===== src/design/csdc_pkg.sv =====
// Shared types and constants for the chunked stream diff counter.
// No dependencies; the controller, datapath and top refer to this package.
`default_nettype none

package csdc_pkg;

    localparam int CNT_W   = 25;          // per-chunk counts and chunk size
    localparam int IDX_W   = 24;          // chunk index and kind counters
    localparam int PCT_W   = 7;           // percent, 0..100
    localparam int NUM_W   = CNT_W + PCT_W;
    localparam int STEP_W  = 3;           // divider step index
    localparam int KIND_W  = 2;

    localparam logic [CNT_W-1:0] CHUNK_RESET = CNT_W'(1024 * 1024);

    // chunk kinds
    localparam logic [KIND_W-1:0] K_EQUAL   = 2'd0;
    localparam logic [KIND_W-1:0] K_CHANGED = 2'd1;
    localparam logic [KIND_W-1:0] K_GROWN   = 2'd2;
    localparam logic [KIND_W-1:0] K_SHRUNK  = 2'd3;

    // configuration register indexes
    localparam logic REG_CHUNK_SIZE   = 1'b0;
    localparam logic REG_REPORT_EQUAL = 1'b1;

    // controller to datapath
    typedef struct packed {
        logic              in_ready;
        logic              mul_start;
        logic              div_step;
        logic [STEP_W-1:0] step_idx;
        logic              out_load;
    } t_cmd;

    // datapath to controller
    typedef struct packed {
        logic close_emit;     // word accepted that closes a reported chunk
        logic close_changed;  // that chunk is a changed one
        logic out_free;       // output register can take a result now
    } t_stat;

endpackage

`default_nettype wire


===== src/design/csdc_in_if.sv =====
// Input channel: one stream position per word.
// Depends on nothing.
`default_nettype none

interface csdc_in_if;
    logic       valid;
    logic       ready;
    logic [7:0] old_byte;
    logic       old_valid;
    logic [7:0] new_byte;
    logic       new_valid;
    logic       final_req;

    modport source (output valid, old_byte, old_valid, new_byte, new_valid, final_req,
                    input ready);
    modport sink   (input valid, old_byte, old_valid, new_byte, new_valid, final_req,
                    output ready);
endinterface

`default_nettype wire


===== src/design/csdc_out_if.sv =====
// Output channel: one closed-chunk report per word.
// Byte totals are TOTAL_WIDTH bits wide.
`default_nettype none

interface csdc_out_if #(
    parameter int TOTAL_WIDTH = 48
);
    logic                   valid;
    logic                   ready;
    logic [23:0]            chunk_index;
    logic [1:0]             kind;
    logic [24:0]            diff_count;
    logic [24:0]            compared_bytes;
    logic [6:0]             percent;
    logic [23:0]            equal_chunks;
    logic [23:0]            changed_chunks;
    logic [23:0]            grown_chunks;
    logic [23:0]            shrunk_chunks;
    logic [TOTAL_WIDTH-1:0] common_bytes;
    logic [TOTAL_WIDTH-1:0] changed_bytes;
    logic                   last;

    modport source (output valid, chunk_index, kind, diff_count, compared_bytes, percent,
                    equal_chunks, changed_chunks, grown_chunks, shrunk_chunks,
                    common_bytes, changed_bytes, last,
                    input ready);
    modport sink   (input valid, chunk_index, kind, diff_count, compared_bytes, percent,
                    equal_chunks, changed_chunks, grown_chunks, shrunk_chunks,
                    common_bytes, changed_bytes, last,
                    output ready);
endinterface

`default_nettype wire


===== src/design/csdc_ctrl.sv =====
// Controller: sequences chunk close, percent divide and result load.
// Depends on csdc_pkg.
`default_nettype none

module csdc_ctrl (
    input  wire logic          i_clk,
    input  wire logic          i_rst_n,
    input  csdc_pkg::t_stat    i_stat,
    output csdc_pkg::t_cmd     o_cmd
);

    localparam logic [1:0] S_IDLE = 2'd0;
    localparam logic [1:0] S_MUL  = 2'd1;
    localparam logic [1:0] S_DIV  = 2'd2;
    localparam logic [1:0] S_LOAD = 2'd3;

    localparam logic [csdc_pkg::STEP_W-1:0] STEP_TOP =
        csdc_pkg::STEP_W'(csdc_pkg::PCT_W - 1);

    logic [1:0]                   r_state, n_state;
    logic [csdc_pkg::STEP_W-1:0]  r_step, n_step;

    always_comb begin
        n_state = r_state;
        n_step  = r_step;
        o_cmd   = '0;
        o_cmd.step_idx = r_step;
        unique case (r_state)
            S_IDLE: begin
                o_cmd.in_ready = 1'b1;
                if (i_stat.close_emit) begin
                    n_state = i_stat.close_changed ? S_MUL : S_LOAD;
                end
            end
            S_MUL: begin
                o_cmd.mul_start = 1'b1;
                n_step  = STEP_TOP;
                n_state = S_DIV;
            end
            S_DIV: begin
                o_cmd.div_step = 1'b1;
                if (r_step == '0) begin
                    n_state = S_LOAD;
                end else begin
                    n_step = r_step - 1'b1;
                end
            end
            S_LOAD: begin
                if (i_stat.out_free) begin
                    o_cmd.out_load = 1'b1;
                    n_state = S_IDLE;
                end
            end
            default: n_state = S_IDLE;
        endcase
    end

    always_ff @(posedge i_clk) begin
        if (!i_rst_n) begin
            r_state <= S_IDLE;
            r_step  <= '0;
        end else begin
            r_state <= n_state;
            r_step  <= n_step;
        end
    end

endmodule

`default_nettype wire


===== src/design/csdc_datapath.sv =====
// Datapath: chunk accumulators, running totals, percent divider, output register.
// Depends on csdc_pkg, csdc_in_if and csdc_out_if.
`default_nettype none

module csdc_datapath #(
    parameter int MAX_CHUNK   = 16777216,
    parameter int TOTAL_WIDTH = 48
) (
    input  wire logic                          i_clk,
    input  wire logic                          i_rst_n,
    input  wire logic                          i_cfg_we,
    input  wire logic                          i_cfg_idx,
    input  wire logic [csdc_pkg::CNT_W-1:0]    i_cfg_data,
    input  csdc_pkg::t_cmd                     i_cmd,
    output csdc_pkg::t_stat                    o_stat,
    csdc_in_if.sink                            i_item,
    csdc_out_if.source                         o_result
);

    localparam int CW = csdc_pkg::CNT_W;
    localparam int IW = csdc_pkg::IDX_W;
    localparam int TW = TOTAL_WIDTH;
    localparam int NW = csdc_pkg::NUM_W;
    localparam int PW = csdc_pkg::PCT_W;
    localparam int KW = csdc_pkg::KIND_W;
    localparam logic [CW-1:0] MAX_SIZE = CW'(MAX_CHUNK);

    // configuration
    logic [CW-1:0] r_cfg_size;
    logic          r_cfg_req;

    // stream state
    logic [CW-1:0] r_pos, r_diffs, r_cmp;
    logic          r_old_short, r_new_short, r_old_end, r_new_end;
    logic [IW-1:0] r_chunk_no;
    logic [IW-1:0] r_kcnt [4];
    logic [TW-1:0] r_tot_common, r_tot_changed;

    // closed chunk snapshot
    logic [IW-1:0] r_s_index;
    logic [KW-1:0] r_s_kind;
    logic [CW-1:0] r_s_diff, r_s_cmp;
    logic [IW-1:0] r_s_kcnt [4];
    logic [TW-1:0] r_s_common, r_s_changed;
    logic          r_s_last;

    // percent divider
    logic [NW-1:0] r_num;
    logic [PW-1:0] r_q;

    // output register
    logic          r_o_valid;
    logic [IW-1:0] r_o_index;
    logic [KW-1:0] r_o_kind;
    logic [CW-1:0] r_o_diff, r_o_cmp;
    logic [PW-1:0] r_o_pct;
    logic [IW-1:0] r_o_kcnt [4];
    logic [TW-1:0] r_o_common, r_o_changed;
    logic          r_o_last;

    logic          fire, op, np, both, differ, close, any_end, emit;
    logic [CW-1:0] limit, pos_n, diffs_n, cmp_n, snap_diff, snap_cmp;
    logic [KW-1:0] kind_c;
    logic [3:0]    bump;
    logic [IW-1:0] n_kcnt [4];
    logic [TW:0]   sum_common, sum_changed;
    logic [TW-1:0] n_tot_common, n_tot_changed;
    logic [NW-1:0] trial, num_mul;

    assign fire = i_item.valid && i_cmd.in_ready;
    assign i_item.ready = i_cmd.in_ready;

    always_comb begin
        if (r_cfg_size == '0) begin
            limit = CW'(1);
        end else if (r_cfg_size > MAX_SIZE) begin
            limit = MAX_SIZE;
        end else begin
            limit = r_cfg_size;
        end
    end

    // a stream that already ended counts as absent
    assign op      = i_item.old_valid && !r_old_end;
    assign np      = i_item.new_valid && !r_new_end;
    assign both    = op && np;
    assign differ  = both && (i_item.old_byte != i_item.new_byte);
    assign pos_n   = r_pos + 1'b1;
    assign diffs_n = r_diffs + CW'(differ);
    assign cmp_n   = r_cmp + CW'(both);
    assign close   = i_item.final_req || (pos_n >= limit);
    assign any_end = r_old_end || r_new_end;

    always_comb begin
        bump = '0;
        if (any_end) begin
            kind_c = r_new_end ? csdc_pkg::K_SHRUNK : csdc_pkg::K_GROWN;
            bump[csdc_pkg::K_GROWN]  = r_old_end;
            bump[csdc_pkg::K_SHRUNK] = r_new_end;
        end else if (diffs_n == '0) begin
            kind_c = csdc_pkg::K_EQUAL;
            bump[csdc_pkg::K_EQUAL] = 1'b1;
        end else begin
            kind_c = csdc_pkg::K_CHANGED;
            bump[csdc_pkg::K_CHANGED] = 1'b1;
        end
    end

    assign snap_diff = any_end ? '0 : diffs_n;
    assign snap_cmp  = any_end ? '0 : cmp_n;
    assign emit = (kind_c != csdc_pkg::K_EQUAL) || r_cfg_req || i_item.final_req;

    always_comb begin
        for (int k = 0; k < 4; k++) begin
            n_kcnt[k] = r_kcnt[k];
            if (bump[k] && (r_kcnt[k] != '1)) begin
                n_kcnt[k] = r_kcnt[k] + 1'b1;
            end
        end
    end

    // saturating totals: carry out means the cap was passed
    assign sum_common  = {1'b0, r_tot_common} +
                         (bump[csdc_pkg::K_EQUAL] ? (TW+1)'(cmp_n) : '0);
    assign sum_changed = {1'b0, r_tot_changed} +
                         (bump[csdc_pkg::K_CHANGED] ? (TW+1)'(diffs_n) : '0);
    assign n_tot_common  = sum_common[TW]  ? '1 : sum_common[TW-1:0];
    assign n_tot_changed = sum_changed[TW] ? '1 : sum_changed[TW-1:0];

    assign o_stat.close_emit    = fire && close && emit;
    assign o_stat.close_changed = (kind_c == csdc_pkg::K_CHANGED);
    assign o_stat.out_free      = !r_o_valid || o_result.ready;

    // diff * 100 by shifts, then restoring division one quotient bit a step
    assign num_mul = (NW'(r_s_diff) << 6) + (NW'(r_s_diff) << 5) + (NW'(r_s_diff) << 2);
    assign trial   = NW'(r_s_cmp) << i_cmd.step_idx;

    always_ff @(posedge i_clk) begin
        if (!i_rst_n) begin
            r_cfg_size    <= csdc_pkg::CHUNK_RESET;
            r_cfg_req     <= 1'b1;
            r_pos         <= '0;
            r_diffs       <= '0;
            r_cmp         <= '0;
            r_old_short   <= 1'b0;
            r_new_short   <= 1'b0;
            r_old_end     <= 1'b0;
            r_new_end     <= 1'b0;
            r_chunk_no    <= '0;
            r_tot_common  <= '0;
            r_tot_changed <= '0;
            for (int k = 0; k < 4; k++) begin
                r_kcnt[k] <= '0;
            end
            r_o_valid     <= 1'b0;
        end else begin
            if (i_cfg_we) begin
                unique case (i_cfg_idx)
                    csdc_pkg::REG_CHUNK_SIZE:   r_cfg_size <= i_cfg_data;
                    csdc_pkg::REG_REPORT_EQUAL: r_cfg_req  <= i_cfg_data[0];
                    default: ;
                endcase
            end

            if (fire) begin
                if (!close) begin
                    r_pos       <= pos_n;
                    r_diffs     <= diffs_n;
                    r_cmp       <= cmp_n;
                    r_old_short <= r_old_short || !op;
                    r_new_short <= r_new_short || !np;
                end else begin
                    r_pos       <= '0;
                    r_diffs     <= '0;
                    r_cmp       <= '0;
                    r_old_short <= 1'b0;
                    r_new_short <= 1'b0;
                    if (i_item.final_req) begin
                        // end of comparison: back to a fresh start
                        r_old_end     <= 1'b0;
                        r_new_end     <= 1'b0;
                        r_chunk_no    <= '0;
                        r_tot_common  <= '0;
                        r_tot_changed <= '0;
                        for (int k = 0; k < 4; k++) begin
                            r_kcnt[k] <= '0;
                        end
                    end else begin
                        r_old_end     <= r_old_end || r_old_short || !op;
                        r_new_end     <= r_new_end || r_new_short || !np;
                        r_chunk_no    <= r_chunk_no + 1'b1;
                        r_tot_common  <= n_tot_common;
                        r_tot_changed <= n_tot_changed;
                        for (int k = 0; k < 4; k++) begin
                            r_kcnt[k] <= n_kcnt[k];
                        end
                    end
                end
            end

            if (i_cmd.out_load) begin
                r_o_valid <= 1'b1;
            end else if (o_result.ready) begin
                r_o_valid <= 1'b0;
            end
        end
    end

    // payload registers
    always_ff @(posedge i_clk) begin
        if (fire && close) begin
            r_s_index   <= r_chunk_no;
            r_s_kind    <= kind_c;
            r_s_diff    <= snap_diff;
            r_s_cmp     <= snap_cmp;
            r_s_common  <= n_tot_common;
            r_s_changed <= n_tot_changed;
            r_s_last    <= i_item.final_req;
            for (int k = 0; k < 4; k++) begin
                r_s_kcnt[k] <= n_kcnt[k];
            end
            r_q <= '0;
        end else if (i_cmd.mul_start) begin
            r_num <= num_mul;
            r_q   <= '0;
        end else if (i_cmd.div_step) begin
            if (r_num >= trial) begin
                r_num <= r_num - trial;
                r_q[i_cmd.step_idx] <= 1'b1;
            end
        end

        if (i_cmd.out_load) begin
            r_o_index   <= r_s_index;
            r_o_kind    <= r_s_kind;
            r_o_diff    <= r_s_diff;
            r_o_cmp     <= r_s_cmp;
            r_o_pct     <= r_q;
            r_o_common  <= r_s_common;
            r_o_changed <= r_s_changed;
            r_o_last    <= r_s_last;
            for (int k = 0; k < 4; k++) begin
                r_o_kcnt[k] <= r_s_kcnt[k];
            end
        end
    end

    assign o_result.valid          = r_o_valid;
    assign o_result.chunk_index    = r_o_index;
    assign o_result.kind           = r_o_kind;
    assign o_result.diff_count     = r_o_diff;
    assign o_result.compared_bytes = r_o_cmp;
    assign o_result.percent        = r_o_pct;
    assign o_result.equal_chunks   = r_o_kcnt[csdc_pkg::K_EQUAL];
    assign o_result.changed_chunks = r_o_kcnt[csdc_pkg::K_CHANGED];
    assign o_result.grown_chunks   = r_o_kcnt[csdc_pkg::K_GROWN];
    assign o_result.shrunk_chunks  = r_o_kcnt[csdc_pkg::K_SHRUNK];
    assign o_result.common_bytes   = r_o_common;
    assign o_result.changed_bytes  = r_o_changed;
    assign o_result.last           = r_o_last;

endmodule

`default_nettype wire


===== src/design/chunked_stream_diff_counter_top.sv =====
// Chunked stream diff counter. Throughput: one position word per cycle inside a chunk.
// Closing a reported chunk holds off input for a load (equal, grown, shrunk) or
// for a multiply, 7 divider steps for percent and a load (changed),
// plus any wait for the output register to drain. The result goes valid when the
// output register loads the closed-chunk snapshot. Synchronous active-low reset restores
// chunk size 1048576, report_equal 1 and clears all stream state and totals.
`default_nettype none

module chunked_stream_diff_counter_top #(
    parameter int MAX_CHUNK   = 16777216,
    parameter int TOTAL_WIDTH = 48
) (
    input  wire logic                          i_clk,
    input  wire logic                          i_rst_n,
    input  wire logic                          i_cfg_we,
    input  wire logic                          i_cfg_idx,
    input  wire logic [csdc_pkg::CNT_W-1:0]    i_cfg_data,
    csdc_in_if.sink                            i_item,
    csdc_out_if.source                         o_result
);

    csdc_pkg::t_cmd  cmd;
    csdc_pkg::t_stat stat;

    csdc_ctrl u_ctrl (
        .i_clk   (i_clk),
        .i_rst_n (i_rst_n),
        .i_stat  (stat),
        .o_cmd   (cmd)
    );

    csdc_datapath #(
        .MAX_CHUNK   (MAX_CHUNK),
        .TOTAL_WIDTH (TOTAL_WIDTH)
    ) u_datapath (
        .i_clk      (i_clk),
        .i_rst_n    (i_rst_n),
        .i_cfg_we   (i_cfg_we),
        .i_cfg_idx  (i_cfg_idx),
        .i_cfg_data (i_cfg_data),
        .i_cmd      (cmd),
        .o_stat     (stat),
        .i_item     (i_item),
        .o_result   (o_result)
    );

endmodule

`default_nettype wire


===== src/flat_wrapper.sv =====
// flat-port wrapper written by rule: the top's interface ports become plain ports
module chunked_stream_diff_counter_top_flat 
#(
    parameter int MAX_CHUNK   = 16777216,
    parameter int TOTAL_WIDTH = 48
)
  (i_clk, i_rst_n, i_cfg_we, i_cfg_idx, i_cfg_data, i_item_valid, i_item_old_byte, i_item_old_valid, i_item_new_byte, i_item_new_valid, i_item_final_req, i_item_ready, o_result_valid, o_result_chunk_index, o_result_kind, o_result_diff_count, o_result_compared_bytes, o_result_percent, o_result_equal_chunks, o_result_changed_chunks, o_result_grown_chunks, o_result_shrunk_chunks, o_result_common_bytes, o_result_changed_bytes, o_result_last, o_result_ready);
  csdc_in_if i_item_i ();
  csdc_out_if #(.TOTAL_WIDTH(TOTAL_WIDTH)) o_result_i ();
  input  wire logic i_clk;
  input  wire logic i_rst_n;
  input  wire logic i_cfg_we;
  input  wire logic i_cfg_idx;
  input  wire logic [csdc_pkg::CNT_W-1:0] i_cfg_data;
  input wire logic [$bits(i_item_i.valid)-1:0] i_item_valid;
  input wire logic [$bits(i_item_i.old_byte)-1:0] i_item_old_byte;
  input wire logic [$bits(i_item_i.old_valid)-1:0] i_item_old_valid;
  input wire logic [$bits(i_item_i.new_byte)-1:0] i_item_new_byte;
  input wire logic [$bits(i_item_i.new_valid)-1:0] i_item_new_valid;
  input wire logic [$bits(i_item_i.final_req)-1:0] i_item_final_req;
  output wire logic [$bits(i_item_i.ready)-1:0] i_item_ready;
  output wire logic [$bits(o_result_i.valid)-1:0] o_result_valid;
  output wire logic [$bits(o_result_i.chunk_index)-1:0] o_result_chunk_index;
  output wire logic [$bits(o_result_i.kind)-1:0] o_result_kind;
  output wire logic [$bits(o_result_i.diff_count)-1:0] o_result_diff_count;
  output wire logic [$bits(o_result_i.compared_bytes)-1:0] o_result_compared_bytes;
  output wire logic [$bits(o_result_i.percent)-1:0] o_result_percent;
  output wire logic [$bits(o_result_i.equal_chunks)-1:0] o_result_equal_chunks;
  output wire logic [$bits(o_result_i.changed_chunks)-1:0] o_result_changed_chunks;
  output wire logic [$bits(o_result_i.grown_chunks)-1:0] o_result_grown_chunks;
  output wire logic [$bits(o_result_i.shrunk_chunks)-1:0] o_result_shrunk_chunks;
  output wire logic [$bits(o_result_i.common_bytes)-1:0] o_result_common_bytes;
  output wire logic [$bits(o_result_i.changed_bytes)-1:0] o_result_changed_bytes;
  output wire logic [$bits(o_result_i.last)-1:0] o_result_last;
  input wire logic [$bits(o_result_i.ready)-1:0] o_result_ready;
  assign i_item_i.valid = i_item_valid;
  assign i_item_i.old_byte = i_item_old_byte;
  assign i_item_i.old_valid = i_item_old_valid;
  assign i_item_i.new_byte = i_item_new_byte;
  assign i_item_i.new_valid = i_item_new_valid;
  assign i_item_i.final_req = i_item_final_req;
  assign i_item_ready = i_item_i.ready;
  assign o_result_valid = o_result_i.valid;
  assign o_result_chunk_index = o_result_i.chunk_index;
  assign o_result_kind = o_result_i.kind;
  assign o_result_diff_count = o_result_i.diff_count;
  assign o_result_compared_bytes = o_result_i.compared_bytes;
  assign o_result_percent = o_result_i.percent;
  assign o_result_equal_chunks = o_result_i.equal_chunks;
  assign o_result_changed_chunks = o_result_i.changed_chunks;
  assign o_result_grown_chunks = o_result_i.grown_chunks;
  assign o_result_shrunk_chunks = o_result_i.shrunk_chunks;
  assign o_result_common_bytes = o_result_i.common_bytes;
  assign o_result_changed_bytes = o_result_i.changed_bytes;
  assign o_result_last = o_result_i.last;
  assign o_result_i.ready = o_result_ready;
  chunked_stream_diff_counter_top #(.MAX_CHUNK(MAX_CHUNK), .TOTAL_WIDTH(TOTAL_WIDTH)) u_core (.i_clk(i_clk), .i_rst_n(i_rst_n), .i_cfg_we(i_cfg_we), .i_cfg_idx(i_cfg_idx), .i_cfg_data(i_cfg_data), .i_item(i_item_i), .o_result(o_result_i));
endmodule

===== config.mk =====
export PLATFORM = sky130hd
export DESIGN_NAME = chunked_stream_diff_counter_top_flat
export DESIGN_NICKNAME = d
export VERILOG_FILES = /design/src/design/csdc_pkg.sv /design/src/design/csdc_in_if.sv /design/src/design/csdc_out_if.sv /design/src/design/csdc_ctrl.sv /design/src/design/csdc_datapath.sv /design/src/design/chunked_stream_diff_counter_top.sv /design/src/flat_wrapper.sv
export SDC_FILE = /design/constraint.sdc
export NUM_CORES = 2
export LEC_CHECK = 0
export ABC_AREA = 1
export BUFFER_PORTS_ARGS = -buffer_cell sky130_fd_sc_hd__buf_4
export CAP_MARGIN = 20
export CORE_MARGIN = 2
export CORE_UTILIZATION = 25
export DETAILED_ROUTE_END_ITERATION = 8
export GPL_ROUTABILITY_DRIVEN = 0
export HOLD_SLACK_MARGIN = 0.15
export PLACE_DENSITY = 0.37
export SETUP_SLACK_MARGIN = 0.5
export SKIP_LAST_GASP = 1
export SYNTH_ARGS = -nofsm -noshare
export SYNTH_HDL_FRONTEND = slang
export SYNTH_HIERARCHICAL = 1
export SYNTH_SLANG_ARGS = --single-unit

===== constraint.sdc =====
create_clock -name i_clk -period 14.5 [get_ports i_clk]
set_input_delay 0.725 -clock i_clk [delete_from_list [all_inputs] [get_ports i_clk]]
set_output_delay 0.725 -clock i_clk [all_outputs]
set_load 0.02 [all_outputs]

==> out/results.ini <==
[synthesis]
synthArstFlopShare = 0
syn-cell-area_um2 = 46700
synth_area_per_cell_um2 = 8.83
netlist_instances = 5290
synth_edf_count = 649
synth_ff_type = edfxtp_1
ys_seq_elements = 911
yosysWarnings = 6
yosysTopAreaCell = edfxtp_1
synth.top_cell.area_share = 0.417
ys_types = 51
synth_area_leaders = edfxtp_1 42%, dfxtp_1 11%, nand2_1 10%
syn_nets = 5517
seq_area_frac_synth = 0.530

[grt]
grt_pass1_wl_um = 234000
grt_overflow = 0
grt_start_max_net_pins = 101
grt_usage = 0.161
first_global_vias = 36500
antenna_found_initial = 6

[min_path]
hp-class = in2reg

[worst_setup_path]
critPathMaxStageDelay_ns = 0.62
crit_start = u_core/u_datapath/r_old_end
rr_startpoint = u_core/u_datapath/r_old_end
worstSetupEndpointType = flip-flop
slowest_stage = inv_1
r2r_cells = 29
cp_max_fo = 52
crit_path_start_kind = flip-flop
path_common_cell = nand2_1
crit_end = u_core/u_datapath/r_tot_common[25]
reg2reg_to = u_core/u_datapath/r_tot_common[25]
arrival_ns = 6.97
worstSetupPathType = reg2reg
rrSetupSlack_ns = 8.13
required_ns = 15.10

[floorplanning]
start_util = 0.252
chipWidth_um = 436
die_area_um2 = 190000
die_h_um = 436
pin_count = 328
rows = 158
coreArea_um2 = 185000

[route]
dr.pass1.iters = 5
drc = 0
ant_nets = 0
wl_um = 156000
detail_route.wl_per_cell_um = 19.1
routed_via_density = 4.51
drtIter0Drc = 2375
num_vias = 37000

[clock_tree]
cts-buffers-inserted = 109
tritoncts = built
clkTransAtPathRegs_ns = 0.06
clockBufferDepth = 3
htree_num_levels = 3
cts.sinks = 911
clk_latency_ns = 0.78
cts-root-buf = clkbuf_16

[cells_and_area]
stdcell_count = 8205
regArea_um2 = 24700
fin_nets = 5852
drive_gt1_frac = 0.112
fillers = 19900
syn_to_final_growth_pct = 19.5
multi_input_area_um2 = 19300

[status]
outcome = finished clean

[placement]
placedCellCount = 7970
hpwlAfterDp_um = 114000
io_buffers = 327

[timing]
fmax_mhz = 157
tightest_slew_ns = 1.06
setup_viol = 0
drv_slew = 0
skew_ns = 0.0433
fin_crit_ns = 6.37
grt_setup_unrepaired = no
layout_worst_path_cycle_share = 0.439
hold_viol = 0
slew_headroom = 0.293
setup_tns_ns = 0

[pwr]
powerDensity_nw_per_um2 = 158
max-vdd-ir-drop_mv = 0.102
leakage_nw = 21.8

[job]
maxCapViolations = 0

==> power by group <==
part,internal [mW],switching [mW]
clock,1.59,1.17
sequential,3.25,0.204
combinational,0.814,1.76
total,5.65,3.13
==> state kept, by name, indices dropped and copies added, names as in the netlist, 24 cells and up <==
signal and flops:
u_core/u_datapath/o_result.changed_bytes 48, u_core/u_datapath/o_result.common_bytes 48, u_core/u_datapath/r_s_changed 48, u_core/u_datapath/r_diffs 25
u_core/u_datapath/r_cfg_size 25, u_core/u_datapath/r_tot_changed 48, u_core/u_datapath/o_result.chunk_index 24, u_core/u_datapath/r_num 32
u_core/u_datapath/r_o_kcnt 96, u_core/u_datapath/r_pos 25, u_core/u_datapath/r_s_kcnt 96, u_core/u_datapath/r_kcnt 96
u_core/u_datapath/r_s_diff 25, u_core/u_datapath/o_result.compared_bytes 25, u_core/u_datapath/r_s_index 24, u_core/u_datapath/r_tot_common 48
u_core/u_datapath/r_s_common 48, u_core/u_datapath/r_s_cmp 25, u_core/u_datapath/r_chunk_no 24, u_core/u_datapath/o_result.diff_count 25
u_core/u_datapath/r_cmp 25
==> stage by stage <==
step / total power [mW] / area, um2 / util / worst slack (ns) / hold WS, ns
3_3_place_gp: 6.11 / 51900 / 0.280 / 7.61 / 0.402
4_1_cts: 8.96 / 55800 / 0.301 / 7.83 / 0.158
6_report: 8.79 / 55800 / 0.301 / 8.13 / 0.248
3_5_place_dp: 6.11 / 51900 / 0.280 / 7.53 / 0.405
5_1_grt: 9.38 / 55800 / 0.301 / 7.32 / 0.259
2_1_floorplan: 5.20 / 46700 / - / 7.68 / 0.400
==> layout by cell type (no fill, tap or decap), types with 21 or more instances in the layout <==
cell type / netlist / final
fa_1: 25 / 25
clkbuf_1: 106 / 35
nor4_1: 41 / 40
edfxtp_1: 649 / 649
dlygate4sd3_1: 0 / 24
nand4_1: 173 / 173
or2_2: 38 / 38
xor2_1: 137 / 137
clkinv_2: 0 / 21
buf_4: 2 / 367
clkbuf_16: 0 / 110
inv_1: 515 / 510
nor3_1: 131 / 130
nor2_1: 531 / 529
xnor2_1: 75 / 75
nand2_1: 1264 / 1261
dfxtp_1: 262 / 262
a21oi_1: 345 / 344
nand3_1: 333 / 333
ha_1: 152 / 152
o21ai_0: 270 / 270
==> layer usage <==
layer  vias to the layer above  routed length, um  track usage
li1                      18600                  -            -
met1                     17500              74400        0.220
met2                       689              71300        0.259
met3                       184               6010       0.0228
met4                         4               4670       0.0539
met5                         -                 25            0
==> worst min-delay path by stage <==
stage	startpoint	end	slack, ns	depth (start not counted)
finish	i_cfg_we	u_core/u_datapath/r_cfg_req	0.25	3
CTS	i_cfg_we	u_core/u_datapath/r_cfg_req	0.16	3
global placement	u_core/u_datapath/r_s_changed[43]	u_core/u_datapath/o_result.changed_bytes[43]	0.40	0
floorplan	u_core/u_datapath/r_s_changed[0]	u_core/u_datapath/o_result.changed_bytes[0]	0.40	0
detailed placement	u_core/u_datapath/r_s_kcnt[1][16]	u_core/u_datapath/r_o_kcnt[1][16]	0.40	0
global route	i_cfg_we	u_core/u_datapath/r_cfg_req	0.26	3
==> critical path: cells and delay by family, from the launching register on <==
kind | cells | cell delay (ns)
simple gates | 18 | 2.69
flops | 1 | 0.35
compound gates | 4 | 0.96
fa+ha+maj | 4 | 1.15
buf+inv | 2 | 0.79
xor+xnor | 1 | 0.24
==> Yosys cell counts, types with 16 or more instances <==
cell,n
nor3_1,131
nand2_1,1264
buf_1,19
o21ai_0,270
buf_2,38
nand2_2,18
xnor2_1,75
nand4_1,173
nand3b_1,16
clkbuf_1,106
a21o_1,20
nand3_1,333
ha_1,152
nor4_1,41
or2_2,38
xor2_1,137
dfxtp_1,262
edfxtp_1,649
inv_1,515
a21oi_1,345
fa_1,25
nor2_1,531
==> cells by family (layout without fill, tap and decap cells) <==
family          after synthesis  in the layout  share of synthesized area
mux                           8              8                    0.00172
other cells                   0              3                          0
simple gates               2584           2584                      0.240
compound gates              705            705                     0.0799
fa+ha+maj                   177            177                     0.0514
buf+inv                     693           1125                     0.0575
xor+xnor                    212            212                     0.0398
flops                       911            911                      0.530
==> repair_timing <==
item,in CTS,in global routing
endpoints found under the hold margin,25,0
buffers inserted,0,0
hold buffers,24,0
gates resized for setup,0,0
==> layout make-up <==
class                           count  share of cell area
Sequential cell                   911               0.443
Multi-Input combinational cell   3686               0.347
Tap cell                         2480              0.0556
Clock buffer                      157              0.0547
Timing Repair Buffer              393              0.0542
Inverter                          524              0.0356
Clock inverter                     51             0.00982
Antenna cell                        3            0.000135
No activity file was read; power rests on OpenSTA's default activity.
